===== config.mk =====
export PLATFORM = sky130hd
export DESIGN_NAME = dynamic_max_manhattan_distance
export DESIGN_NICKNAME = d
export VERILOG_FILES = /design/src/rtl/core/dmmd_pkg.sv /design/src/rtl/core/dmmd_ctrl.sv /design/src/rtl/core/dmmd_dp.sv /design/src/rtl/core/dynamic_max_manhattan_distance.sv
export VERILOG_INCLUDE_DIRS = /design/src /design/src/rtl/core
export SDC_FILE = /design/constraint.sdc
export NUM_CORES = 2
export LEC_CHECK = 0
export BUFFER_PORTS_ARGS = -buffer_cell sky130_fd_sc_hd__buf_2
export CORE_MARGIN = 2
export CORE_UTILIZATION = 45
export CTS_CLUSTER_SIZE = 16
export DETAILED_ROUTE_END_ITERATION = 8
export HOLD_SLACK_MARGIN = 0.02
export PLACE_DENSITY_LB_ADDON = 0.15
export SKIP_CTS_REPAIR_TIMING = 1
export SLEW_MARGIN = 10
export SYNTH_ARGS = -nofsm -noshare
export SYNTH_HDL_FRONTEND = slang
export SYNTH_HIERARCHICAL = 1
export SYNTH_SLANG_ARGS = --single-unit

===== constraint.sdc =====
create_clock -name i_clk -period 22.2 [get_ports i_clk]
set_input_delay 1.11 -clock i_clk [delete_from_list [all_inputs] [get_ports i_clk]]
set_output_delay 1.11 -clock i_clk [all_outputs]
set_load 0.02 [all_outputs]

===== src/rtl/core/dynamic_max_manhattan_distance_assert.svh =====
// assertion macros shared by the max manhattan distance block
// depends on nothing; included by the modules that check their own logic
`ifndef DYNAMIC_MAX_MANHATTAN_DISTANCE_ASSERT_SVH
`define DYNAMIC_MAX_MANHATTAN_DISTANCE_ASSERT_SVH

// same-cycle implication, held off during reset
`define DMMD_ASSERT_NOW(label, clk, rst_n, ante, cons, msg) \
    label: assert property (@(posedge clk) disable iff (!rst_n) (ante) |-> (cons)) \
        else $error(msg);

// next-cycle implication, held off during reset
`define DMMD_ASSERT_NEXT(label, clk, rst_n, ante, cons, msg) \
    label: assert property (@(posedge clk) disable iff (!rst_n) (ante) |=> (cons)) \
        else $error(msg);

`endif


===== src/rtl/core/dmmd_pkg.sv =====
// shared types, constants and helper functions for the max manhattan distance block
// no dependencies
`timescale 1ns / 1ps
`default_nettype none

package dmmd_pkg;

    localparam int DIMENSIONS  = 3;
    localparam int CAPACITY    = 64;
    localparam int COORD_WIDTH = 16;

    localparam int FIELD_W   = 16;
    localparam int IN_COORDS = 3;
    localparam int IN_W      = (COORD_WIDTH < FIELD_W) ? COORD_WIDTH : FIELD_W;
    localparam int NUM_MASKS = 1 << (DIMENSIONS - 1);
    localparam int MASK_W    = (DIMENSIONS > 1) ? DIMENSIONS - 1 : 1;
    localparam int SUM_W     = COORD_WIDTH + $clog2(DIMENSIONS) + 1;
    localparam int IDX_W     = $clog2(CAPACITY);
    localparam int CNT_W     = $clog2(CAPACITY + 1);
    localparam int WORD_W    = DIMENSIONS * COORD_WIDTH;
    localparam int DIST_W    = 18;
    localparam int OCNT_W    = 7;

    typedef enum logic [1:0] {
        OP_INSERT = 2'd0,
        OP_ERASE  = 2'd1,
        OP_CLEAR  = 2'd2,
        OP_NOP    = 2'd3
    } t_opcode;

    typedef enum logic [1:0] {
        STAT_DONE      = 2'd0,
        STAT_NOT_FOUND = 2'd1,
        STAT_FULL      = 2'd2,
        STAT_RSVD      = 2'd3
    } t_status;

    typedef enum logic [2:0] {
        S_IDLE,
        S_SCAN,
        S_FLUSH,
        S_COMMIT,
        S_REDUCE
    } t_state;

    typedef logic signed [COORD_WIDTH-1:0] t_coord;
    typedef logic signed [SUM_W-1:0]       t_sum;

    typedef struct packed {
        logic start;
        logic issue;
        logic commit;
        logic reduce;
    } t_cmd;

    typedef struct packed {
        logic last_addr;
        logic out_free;
    } t_stat;

    // low bits of a field, sign extended to the coordinate width
    function automatic t_coord to_coord(logic [FIELD_W-1:0] raw);
        logic signed [IN_W-1:0] v;
        v = raw[IN_W-1:0];
        return t_coord'(v);
    endfunction

    function automatic t_coord word_coord(logic [WORD_W-1:0] w, int d);
        return t_coord'(w[d*COORD_WIDTH +: COORD_WIDTH]);
    endfunction

    // c0 +/- c1 +/- ..., mask bit d-1 set means +cd
    function automatic t_sum mask_sum(logic [WORD_W-1:0] w, logic [MASK_W-1:0] m);
        t_sum s;
        s = t_sum'(word_coord(w, 0));
        for (int d = 1; d < DIMENSIONS; d++) begin
            if (m[d-1]) begin
                s = s + t_sum'(word_coord(w, d));
            end else begin
                s = s - t_sum'(word_coord(w, d));
            end
        end
        return s;
    endfunction

endpackage

`default_nettype wire


===== src/rtl/core/dmmd_ctrl.sv =====
// sequencer for the max manhattan distance block
// depends on dmmd_pkg
`timescale 1ns / 1ps
`default_nettype none

module dmmd_ctrl
    import dmmd_pkg::*;
(
    input  wire logic  i_clk,
    input  wire logic  i_rst_n,
    input  wire logic  i_req_valid,
    output logic       o_req_ready,
    input  wire t_stat i_stat,
    output t_cmd       o_cmd
);

    t_state r_state;
    t_state n_state;

    always_ff @(posedge i_clk) begin
        if (!i_rst_n) begin
            r_state <= S_IDLE;
        end else begin
            r_state <= n_state;
        end
    end

    always_comb begin
        n_state = r_state;
        case (r_state)
            S_IDLE:   if (i_req_valid) n_state = S_SCAN;
            S_SCAN:   if (i_stat.last_addr) n_state = S_FLUSH;
            S_FLUSH:  n_state = S_COMMIT;
            S_COMMIT: n_state = S_REDUCE;
            S_REDUCE: if (i_stat.out_free) n_state = S_IDLE;
            default:  n_state = S_IDLE;
        endcase
    end

    always_comb begin
        o_cmd       = '0;
        o_req_ready = 1'b0;
        case (r_state)
            S_IDLE: begin
                o_req_ready = 1'b1;
                o_cmd.start = i_req_valid;
            end
            S_SCAN:   o_cmd.issue  = 1'b1;
            S_FLUSH:  o_cmd        = '0;
            S_COMMIT: o_cmd.commit = 1'b1;
            S_REDUCE: o_cmd.reduce = i_stat.out_free;
            default:  o_cmd        = '0;
        endcase
    end

endmodule

`default_nettype wire


===== src/rtl/core/dmmd_dp.sv =====
// point store, scan datapath and result register for the max manhattan distance block
// depends on dmmd_pkg and dynamic_max_manhattan_distance_assert.svh
`timescale 1ns / 1ps
`default_nettype none

`include "dynamic_max_manhattan_distance_assert.svh"

module dmmd_dp
    import dmmd_pkg::*;
(
    input  wire logic                i_clk,
    input  wire logic                i_rst_n,
    input  wire t_cmd                i_cmd,
    output t_stat                    o_stat,
    input  wire logic [1:0]          i_opcode,
    input  wire logic [FIELD_W-1:0]  i_coord [IN_COORDS],
    input  wire logic                i_out_ready,
    output logic                     o_out_valid,
    output logic [DIST_W-1:0]        o_max_distance,
    output logic [OCNT_W-1:0]        o_point_count,
    output logic                     o_set_empty,
    output logic [1:0]               o_status
);

    logic [WORD_W-1:0] r_mem [CAPACITY];
    logic [WORD_W-1:0] r_rd_data;
    logic [IDX_W-1:0]  r_rd_idx;
    logic              r_rd_vld;
    logic [IDX_W-1:0]  r_addr;

    logic [CAPACITY-1:0] r_valid;
    logic [CNT_W-1:0]    r_count;
    t_opcode             r_op;
    logic [WORD_W-1:0]   r_pt;

    t_sum r_hi [NUM_MASKS];
    t_sum r_lo [NUM_MASKS];
    logic r_seen;
    logic r_free_found;
    logic [IDX_W-1:0] r_free_idx;
    logic r_match_found;
    logic [IDX_W-1:0] r_match_idx;

    logic              r_out_vld;
    logic [DIST_W-1:0] r_out_dist;
    logic [CNT_W-1:0]  r_out_cnt;
    t_status           r_out_stat;
    t_status           r_pend_stat;
    t_status           n_stat;

    logic [WORD_W-1:0] n_pt;
    logic              e_valid;
    logic              e_match;
    logic              e_incl;
    logic [SUM_W:0]    n_best;
    logic [SUM_W:0]    lane_diff;

    always_comb begin
        n_pt = '0;
        for (int d = 0; d < DIMENSIONS; d++) begin
            if (d < IN_COORDS) begin
                n_pt[d*COORD_WIDTH +: COORD_WIDTH] = to_coord(i_coord[d]);
            end
        end
    end

    // per-entry decision for the word coming out of the store
    always_comb begin
        e_valid = r_valid[r_rd_idx];
        e_match = e_valid && (r_op == OP_ERASE) && (r_rd_data == r_pt);
        e_incl  = e_valid && (r_op != OP_CLEAR) && !(e_match && !r_match_found);
    end

    assign o_stat.last_addr = (r_addr == IDX_W'(CAPACITY - 1));
    assign o_stat.out_free  = !r_out_vld || i_out_ready;

    // store: one write port, one registered read port
    always_ff @(posedge i_clk) begin
        if (i_cmd.commit && (r_op == OP_INSERT) && (r_count < CNT_W'(CAPACITY))) begin
            r_mem[r_free_idx] <= r_pt;
        end
        r_rd_data <= r_mem[r_addr];
        r_rd_idx  <= r_addr;
    end

    always_ff @(posedge i_clk) begin
        if (!i_rst_n) begin
            r_rd_vld  <= 1'b0;
            r_addr    <= '0;
            r_valid   <= '0;
            r_count   <= '0;
            r_out_vld <= 1'b0;
        end else begin
            r_rd_vld <= i_cmd.issue;
            if (i_cmd.start) begin
                r_addr <= '0;
            end else if (i_cmd.issue) begin
                r_addr <= r_addr + IDX_W'(1);
            end
            if (i_cmd.commit) begin
                case (r_op)
                    OP_INSERT: if (r_count < CNT_W'(CAPACITY)) begin
                        r_valid[r_free_idx] <= 1'b1;
                        r_count <= r_count + CNT_W'(1);
                    end
                    OP_ERASE: if (r_match_found) begin
                        r_valid[r_match_idx] <= 1'b0;
                        r_count <= r_count - CNT_W'(1);
                    end
                    OP_CLEAR: begin
                        r_valid <= '0;
                        r_count <= '0;
                    end
                    default: r_count <= r_count;
                endcase
            end
            if (i_cmd.reduce) begin
                r_out_vld <= 1'b1;
            end else if (i_out_ready) begin
                r_out_vld <= 1'b0;
            end
        end
    end

    always_ff @(posedge i_clk) begin
        if (i_cmd.start) begin
            r_op          <= t_opcode'(i_opcode);
            r_pt          <= n_pt;
            r_seen        <= (t_opcode'(i_opcode) == OP_INSERT) && (r_count < CNT_W'(CAPACITY));
            r_free_found  <= 1'b0;
            r_match_found <= 1'b0;
            r_free_idx    <= '0;
            r_match_idx   <= '0;
            for (int m = 0; m < NUM_MASKS; m++) begin
                r_hi[m] <= mask_sum(n_pt, MASK_W'(m));
                r_lo[m] <= mask_sum(n_pt, MASK_W'(m));
            end
        end else if (r_rd_vld) begin
            if (!e_valid && !r_free_found) begin
                r_free_found <= 1'b1;
                r_free_idx   <= r_rd_idx;
            end
            if (e_match && !r_match_found) begin
                r_match_found <= 1'b1;
                r_match_idx   <= r_rd_idx;
            end
            if (e_incl) begin
                r_seen <= 1'b1;
                for (int m = 0; m < NUM_MASKS; m++) begin
                    if (!r_seen || mask_sum(r_rd_data, MASK_W'(m)) > r_hi[m]) begin
                        r_hi[m] <= mask_sum(r_rd_data, MASK_W'(m));
                    end
                    if (!r_seen || mask_sum(r_rd_data, MASK_W'(m)) < r_lo[m]) begin
                        r_lo[m] <= mask_sum(r_rd_data, MASK_W'(m));
                    end
                end
            end
        end
    end

    always_comb begin
        case (r_op)
            OP_INSERT: n_stat = (r_count < CNT_W'(CAPACITY)) ? STAT_DONE : STAT_FULL;
            OP_ERASE:  n_stat = r_match_found ? STAT_DONE : STAT_NOT_FOUND;
            default:   n_stat = STAT_DONE;
        endcase
    end

    // widest spread over the sign masks
    always_comb begin
        n_best    = '0;
        lane_diff = '0;
        for (int m = 0; m < NUM_MASKS; m++) begin
            lane_diff = {r_hi[m][SUM_W-1], r_hi[m]} - {r_lo[m][SUM_W-1], r_lo[m]};
            if (lane_diff > n_best) begin
                n_best = lane_diff;
            end
        end
        if (!r_seen) begin
            n_best = '0;
        end
    end

    // status is taken before commit moves the count; the result is held until taken
    always_ff @(posedge i_clk) begin
        if (i_cmd.commit) begin
            r_pend_stat <= n_stat;
        end
        if (i_cmd.reduce) begin
            r_out_dist <= DIST_W'(n_best);
            r_out_stat <= r_pend_stat;
            r_out_cnt  <= r_count;
        end
    end

    assign o_out_valid    = r_out_vld;
    assign o_max_distance = r_out_dist;
    assign o_point_count  = OCNT_W'(r_out_cnt);
    assign o_set_empty    = (r_out_cnt == '0);
    assign o_status       = r_out_stat;

    `DMMD_ASSERT_NOW(a_count_bound, i_clk, i_rst_n, 1'b1, r_count <= CNT_W'(CAPACITY), "count over capacity")
    `DMMD_ASSERT_NOW(a_count_marks, i_clk, i_rst_n, 1'b1, $countones(r_valid) == int'(r_count), "count differs from valid marks")
    `DMMD_ASSERT_NEXT(a_clear_empties, i_clk, i_rst_n, i_cmd.commit && (r_op == OP_CLEAR), (r_count == '0) && (r_valid == '0), "clear left points")
    `DMMD_ASSERT_NOW(a_empty_zero, i_clk, i_rst_n, r_out_vld && o_set_empty, r_out_dist == '0, "empty set with nonzero distance")

endmodule

`default_nettype wire


===== src/rtl/core/dynamic_max_manhattan_distance.sv =====
// top level of the dynamic max manhattan distance block
// depends on dmmd_pkg, dmmd_ctrl and dmmd_dp
`timescale 1ns / 1ps
`default_nettype none

// keeps a multiset of up to 64 three-dimensional signed points and, after each request
// (insert, erase one copy, clear, no-op), returns the largest manhattan distance between stored
// points along with the count, an empty flag and a status code. one request is taken at a
// time: a single read port walks the whole point store once to find the free slot, the
// erase match and the per-mask min and max sums, then the block settles, commits, reduces
// and returns to idle.
// the next request is accepted as soon as the block is back in idle, even while the result
// still waits; a result still waiting when the next one is ready holds the block in reduce.
// the store needs no clearing pass after reset; only its valid marks are reset.

module dynamic_max_manhattan_distance
    import dmmd_pkg::*;
(
    input  wire logic        i_clk,
    input  wire logic        i_rst_n,
    // request: opcode[1:0], coord_0[17:2], coord_1[33:18], coord_2[49:34], zero fill
    input  wire logic        i_s_tvalid,
    output logic             o_s_tready,
    input  wire logic [55:0] i_s_tdata,
    // result: max_distance[17:0], point_count[24:18], set_empty[25], status[27:26], zero fill
    output logic             o_m_tvalid,
    input  wire logic        i_m_tready,
    output logic [31:0]      o_m_tdata
);

    t_cmd  cmd;
    t_stat stat;

    logic [FIELD_W-1:0] req_coord [IN_COORDS];
    logic [DIST_W-1:0]  res_dist;
    logic [OCNT_W-1:0]  res_count;
    logic               res_empty;
    logic [1:0]         res_status;

    // unpack the request fields
    assign req_coord[0] = i_s_tdata[17:2];
    assign req_coord[1] = i_s_tdata[33:18];
    assign req_coord[2] = i_s_tdata[49:34];

    dmmd_ctrl u_ctrl (
        .i_clk       (i_clk),
        .i_rst_n     (i_rst_n),
        .i_req_valid (i_s_tvalid),
        .o_req_ready (o_s_tready),
        .i_stat      (stat),
        .o_cmd       (cmd)
    );

    dmmd_dp u_dp (
        .i_clk          (i_clk),
        .i_rst_n        (i_rst_n),
        .i_cmd          (cmd),
        .o_stat         (stat),
        .i_opcode       (i_s_tdata[1:0]),
        .i_coord        (req_coord),
        .i_out_ready    (i_m_tready),
        .o_out_valid    (o_m_tvalid),
        .o_max_distance (res_dist),
        .o_point_count  (res_count),
        .o_set_empty    (res_empty),
        .o_status       (res_status)
    );

    // pack the result fields, highest first
    assign o_m_tdata = {4'b0, res_status, res_empty, res_count, res_dist};

endmodule

`default_nettype wire


# == After elaboration in Yosys (flattened, before gate mapping) ==
# Memory sizes are Yosys's and may differ from the RTL's. A register that Yosys moved wholly into a read port is not among the register bits.
# Cells that the tools add are included.
# classes
add_sub_neg,27
order_cmp,18
n_eq_ne,14
n_mux,173
bitwise_logic,12
n_reduce_logical,40
# op_table
cell,n
19-bit 2-to-1 mux,96
64-bit case mux with 3 select lines,1
19-bit by 16-bit adder with 19-bit output,8
19-bit by 16-bit subtractor with 19-bit output,8
64-bit 2-to-1 mux,2
19-bit by 19-bit subtractor with 20-bit output,4
19-bit greater-than comparator,4
19-bit < comparator,4
64-bit AND,1
64-bit inverter,1
64-bit bitwise OR,1
20-bit greater-than comparator,3
20-bit 2-to-1 mux,3
1-bit 2-to-1 mux,58
48-bit equality test,1
16-bit by 16-bit adder with 17-bit output,2
16-bit by 16-bit subtractor with 17-bit output,2
6-bit by 7-bit < comparator with 1-bit output (second input constant),3
7-bit case mux with 3 select lines,1
20-bit by 1-bit greater-than comparator with 1-bit output (second input constant),1
18-bit 2-to-1 mux,1
3-bit case mux with 5 select lines,1
7-bit 2-to-1 mux,2
1-bit demux with 6-bit select,2
other kinds (31),74
# word_totals
reg_bits,182
ramBits,3224
inputBits,60
mem_count,3
# memory_table
memory,depth,width,read_ports,rd_ports_with_merged_regs,write_ports,line_no,rtl
u_dp.r_mem,64,48,1,1,1,dmmd_dp.sv:25,logic [WORD_W-1:0] r_mem [CAPACITY];
u_dp.r_hi,4,19,4,0,4,dmmd_dp.sv:36,t_sum r_hi [NUM_MASKS];
u_dp.r_lo,4,19,4,0,4,dmmd_dp.sv:37,t_sum r_lo [NUM_MASKS];

# == Longest topological paths before layout ==
# depth
depth_word,26
depth_mapped,42

# == Cells and area by module ==
# The synthesis kept the hierarchy.
# modules_own_cells
mod,n_inst,cells_each,area_per_inst_um2
dmmd_dp,1,8220,150033.9
dmmd_ctrl,1,27,265.3
dynamic_max_manhattan_distance,1,6,41.3

# == Worst setup path after synthesis ==
# No wires, ideal clock.
# synth_timing
path_type,flip-flop to flip-flop
start,memory u_dp/r_hi[1][0] in the netlist's numbering
end,"register u_dp.r_out_dist[13], in the netlist u_dp/o_max_distance[13], data pin"
setup_time_ns,0.147
arrival_time_ns,8.567
setup_slack_ns,13.487
path_stages_with_launch,41
path_buffers,6
period_less_slack_ns,8.713
path_cell_list,edfxtp_1 inv_1 ha_1 inv_1 fa_1 a211oi_1 o21ai_0 a2111oi_0 o41a_1 a21oi_1 a31oi_1 xnor2_1 ha_1 nand2_1 nor3_1 nand3_1 a22oi_1 clkbuf_1 [... 5 more ...] inv_1 nor3_1 a41o_1 buf_1 clkbuf_1 nand2_1 o21ai_0 ha_1 a21o_1 a21o_1 a21oi_1 o21ai_0 a211oi_1 or2_2 clkbuf_1 clkbuf_1 nand2_1 o2bb2ai_1
# synth_lines
item,line_no,rtl
"start, declared",dmmd_dp.sv:36,
"end signal, assigned",dmmd_dp.sv:190,r_out_dist <= DIST_W'(n_best);
"end, declared",dmmd_dp.sv:45,logic [DIST_W-1:0] r_out_dist;

==> results_dict.tcl <==
set metrics [dict create \
    via_count 81900 \
    critical_path.max_stage_delay_ns 1.00 \
    pin_count 94 \
    slowest_stage "a221oi_1" \
    synth_cell_types 91 \
    finish.utilization 0.508 \
    fin_crit_sh 0.508 \
    rows 212 \
    drive_gt1_frac 0.230 \
    slew_headroom 0.199 \
    crit_type "reg -> reg" \
    rsz0062_at_grt "no" \
    worstHoldPathType "in -> reg" \
    gr-usage-all-layers 0.263 \
    ir_drop_v 0.000129 \
    multi_input_area_um2 45600 \
    p_leak_nw 55.3 \
    yosysWarnings 6 \
    chipHeight_um 582 \
    crit_arrival_ns 12.07 \
    coreArea_um2 333000 \
    htree_levels 5 \
    gr-total-overflow 0 \
    combPwrFrac 0.228 \
    hp-start "i_s_tdata[1]" \
    synth-edff-count 3304 \
    syn_inst 8253 \
    power_density_nw_per_um2 104 \
    cts_root_buf "clkbuf_16" \
    clkPwrFrac 0.348 \
    drtPass1Iterations 6 \
    nFillCells 26700 \
    cts_buffers 363 \
    finalNetCount 9140 \
    synth-main-ff-cell "edfxtp_1" \
    finalHoldViolCount 0 \
    run_status "finished clean" \
    die_w_um 582 \
    pwr-share-seq 0.424 \
    fmax_ghz 0.0887 \
    antenna_found_initial 31 \
    drtAntennaViolNets 0 \
    drtIter0Drc 9794 \
    clkLatencyLatePin_ns 0.97 \
    vias_per_cell 6.17 \
    synth_top_area_share 0.660 \
    critPathRequiredTime_ns 23.00 \
    die-area_um2 339000 \
    first_global_vias 80600 \
    synth_common_cells "3304 x edfxtp_1, 1014 x mux4_2, 494 x ha_1, 416 x inv_1, 391 x nor2_1" \
    yosysMostFrequentCell "edfxtp_1" \
    yosysSeqAreaShare 0.680 \
    grt_max_degree 116 \
    async_flop_share 0 \
    cts_tree "yes" \
    yosys.area.top_type "edfxtp_1" \
    synth_area_leaders "edfxtp_1 66%, mux4_2 15%, ha_1 4.1%" \
    clkTransAtPathRegs_ns 0.06 \
    syn2layout_area_growth_pct 12.4 \
    grt_pass1_wl_um 624000 \
    p_int_mw 12.4 \
    drv_slew 0 \
    synth-seq-cells 3454 \
    finClkSkew_ns 0.0768 \
    drc 0 \
    cp_max_fo 27 \
    seq_area_um2 102000 \
    drv_cap 0 \
    cp-startpoint "u_dp/r_hi[1][0]$_DFFE_PP_" \
    clockBufferDepth 4 \
    fin_crit_ns 11.27 \
    finalSetupViolCount 0 \
    wl_per_cell_um 33.9 \
    io_buffer_count 83 \
    netlist_area_um2 150000 \
    clock_sinks 3454 \
    crit_path_end_kind "register" \
    start_util 0.452 \
    swShare 0.293 \
    wl_um 450000 \
    r2r-start "u_dp/r_hi[1][0]$_DFFE_PP_" \
    switchingPower_mw 5.14 \
    gp_congestion 0.893 \
    dp.final_hpwl_um 269000 \
    start_kind "register" \
    worst_pin_slew_ns 1.20 \
    avgSynthCellArea_um2 18.2 \
    total_power_mw 17.5 \
    tns_ns 0 \
]
-- kinds of logic after synthesis --
group	Yosys count	share of synthesized area
buffers and inverters	780	0.0204
AND/OR/NAND/NOR	1111	0.0352
multiplexers	1211	0.167
other	1	0.0000249
flip-flops	3454	0.680
AO/OA/AOI/OAI	930	0.0392
adder cells (fa/ha/maj)	511	0.0434
XOR/XNOR	255	0.0149
-- final timing paths --
check	depth (start not counted)	end	slack (ns)
worst max register to register	36	u_dp/o_max_distance[4]$_SDFFCE_PN0P_	10.93
worst min-delay path	1	u_dp/r_op[1]$_DFFE_PP_	0.37
worst max-delay path	36	u_dp/o_max_distance[4]$_SDFFCE_PN0P_	10.93
worst min register to register	0	u_dp/o_status[1]$_DFFE_PP_	0.43
-- area by class of cell --
cell class,instances,area share
repair buffers,311,0.0130
inverters,417,0.00926
multi-input cells,4022,0.270
flip-flops and latches,3454,0.605
clock inverters,222,0.0140
clock buffers,445,0.0564
diodes,12,0.000178
well taps,4387,0.0325
-- per-layer routing --
layer  share of wire  vias up  GRT usage
li1                -    33800          -
met1            0.41    43900      0.368
met2            0.48     3458      0.431
met3           0.070      624     0.0340
met4           0.035       10     0.0828
met5         0.00013        -          0
-- power groups by stage --
| stage | sequential, mW | combinational, mW | clock, mW |
|---|---|---|---|
| 2_1_floorplan | 7.60 | 2.64 | 0 |
| 3_3_place_gp | 7.55 | 3.95 | 0 |
| 3_5_place_dp | 7.55 | 3.98 | 0 |
| 4_1_cts | 7.41 | 4.00 | 6.20 |
| 5_1_grt | 7.42 | 4.39 | 6.44 |
| 6_report | 7.42 | 3.99 | 6.10 |
-- sequential cells by signal, summed over array words and instances, names as in the netlist, 3 cells and up --
register	count
u_dp/r_count	7
u_dp/r_valid	64
u_dp/r_mem	3072
u_dp/o_max_distance	18
u_dp/r_hi	76
u_dp/r_match_idx	6
u_ctrl/r_state	3
u_dp/r_lo	76
u_dp/r_rd_data	48
u_dp/r_addr	6
u_dp/r_free_idx	6
u_dp/r_pt	48
u_dp/o_point_count	7
u_dp/r_rd_idx	6
-- layout by cell type (no fill, tap or decap), types with 42 or more instances in the layout --
cell type / n
inv_1: 416
ha_1: 493
mux2i_1: 119
mux4_2: 1014
a21oi_1: 289
mux2_2: 62
a21o_1: 89
clkinv_2: 66
nor3_1: 71
dfxtp_1: 144
nor2b_1: 57
edfxtp_1: 3304
nor2_4: 67
nor2_1: 326
clkinv_1: 75
clkbuf_16: 366
xor2_1: 62
nand2b_1: 49
o21ai_0: 208
buf_4: 222
buf_2: 83
nand4_1: 42
nand3_1: 50
clkbuf_1: 72
nand2_1: 282
o21a_1: 44
xnor2_1: 193
-- critical path, delay by kind of cell (launching register included) --
kind,cells,cell delay (ns)
xor+xnor,1,0.19
compound gates,11,4.17
mux,2,0.81
simple gates,11,2.79
buf+inv,6,1.23
fa+ha+maj,5,1.51
flops,1,0.39
-- metrics by stage --
stage,area [um2],instances,worst slack [ns],hold slack (ns)
after global placement,157000,12600,10.91,0.408
after floorplan,150000,8256,13.49,0.329
after detailed placement,157000,12600,10.98,0.415
after global routing,169000,13300,10.41,0.349
final,169000,13300,10.93,0.370
after CTS,169000,13300,10.97,0.306
Note: power is estimated with default switching activity, not from simulation.
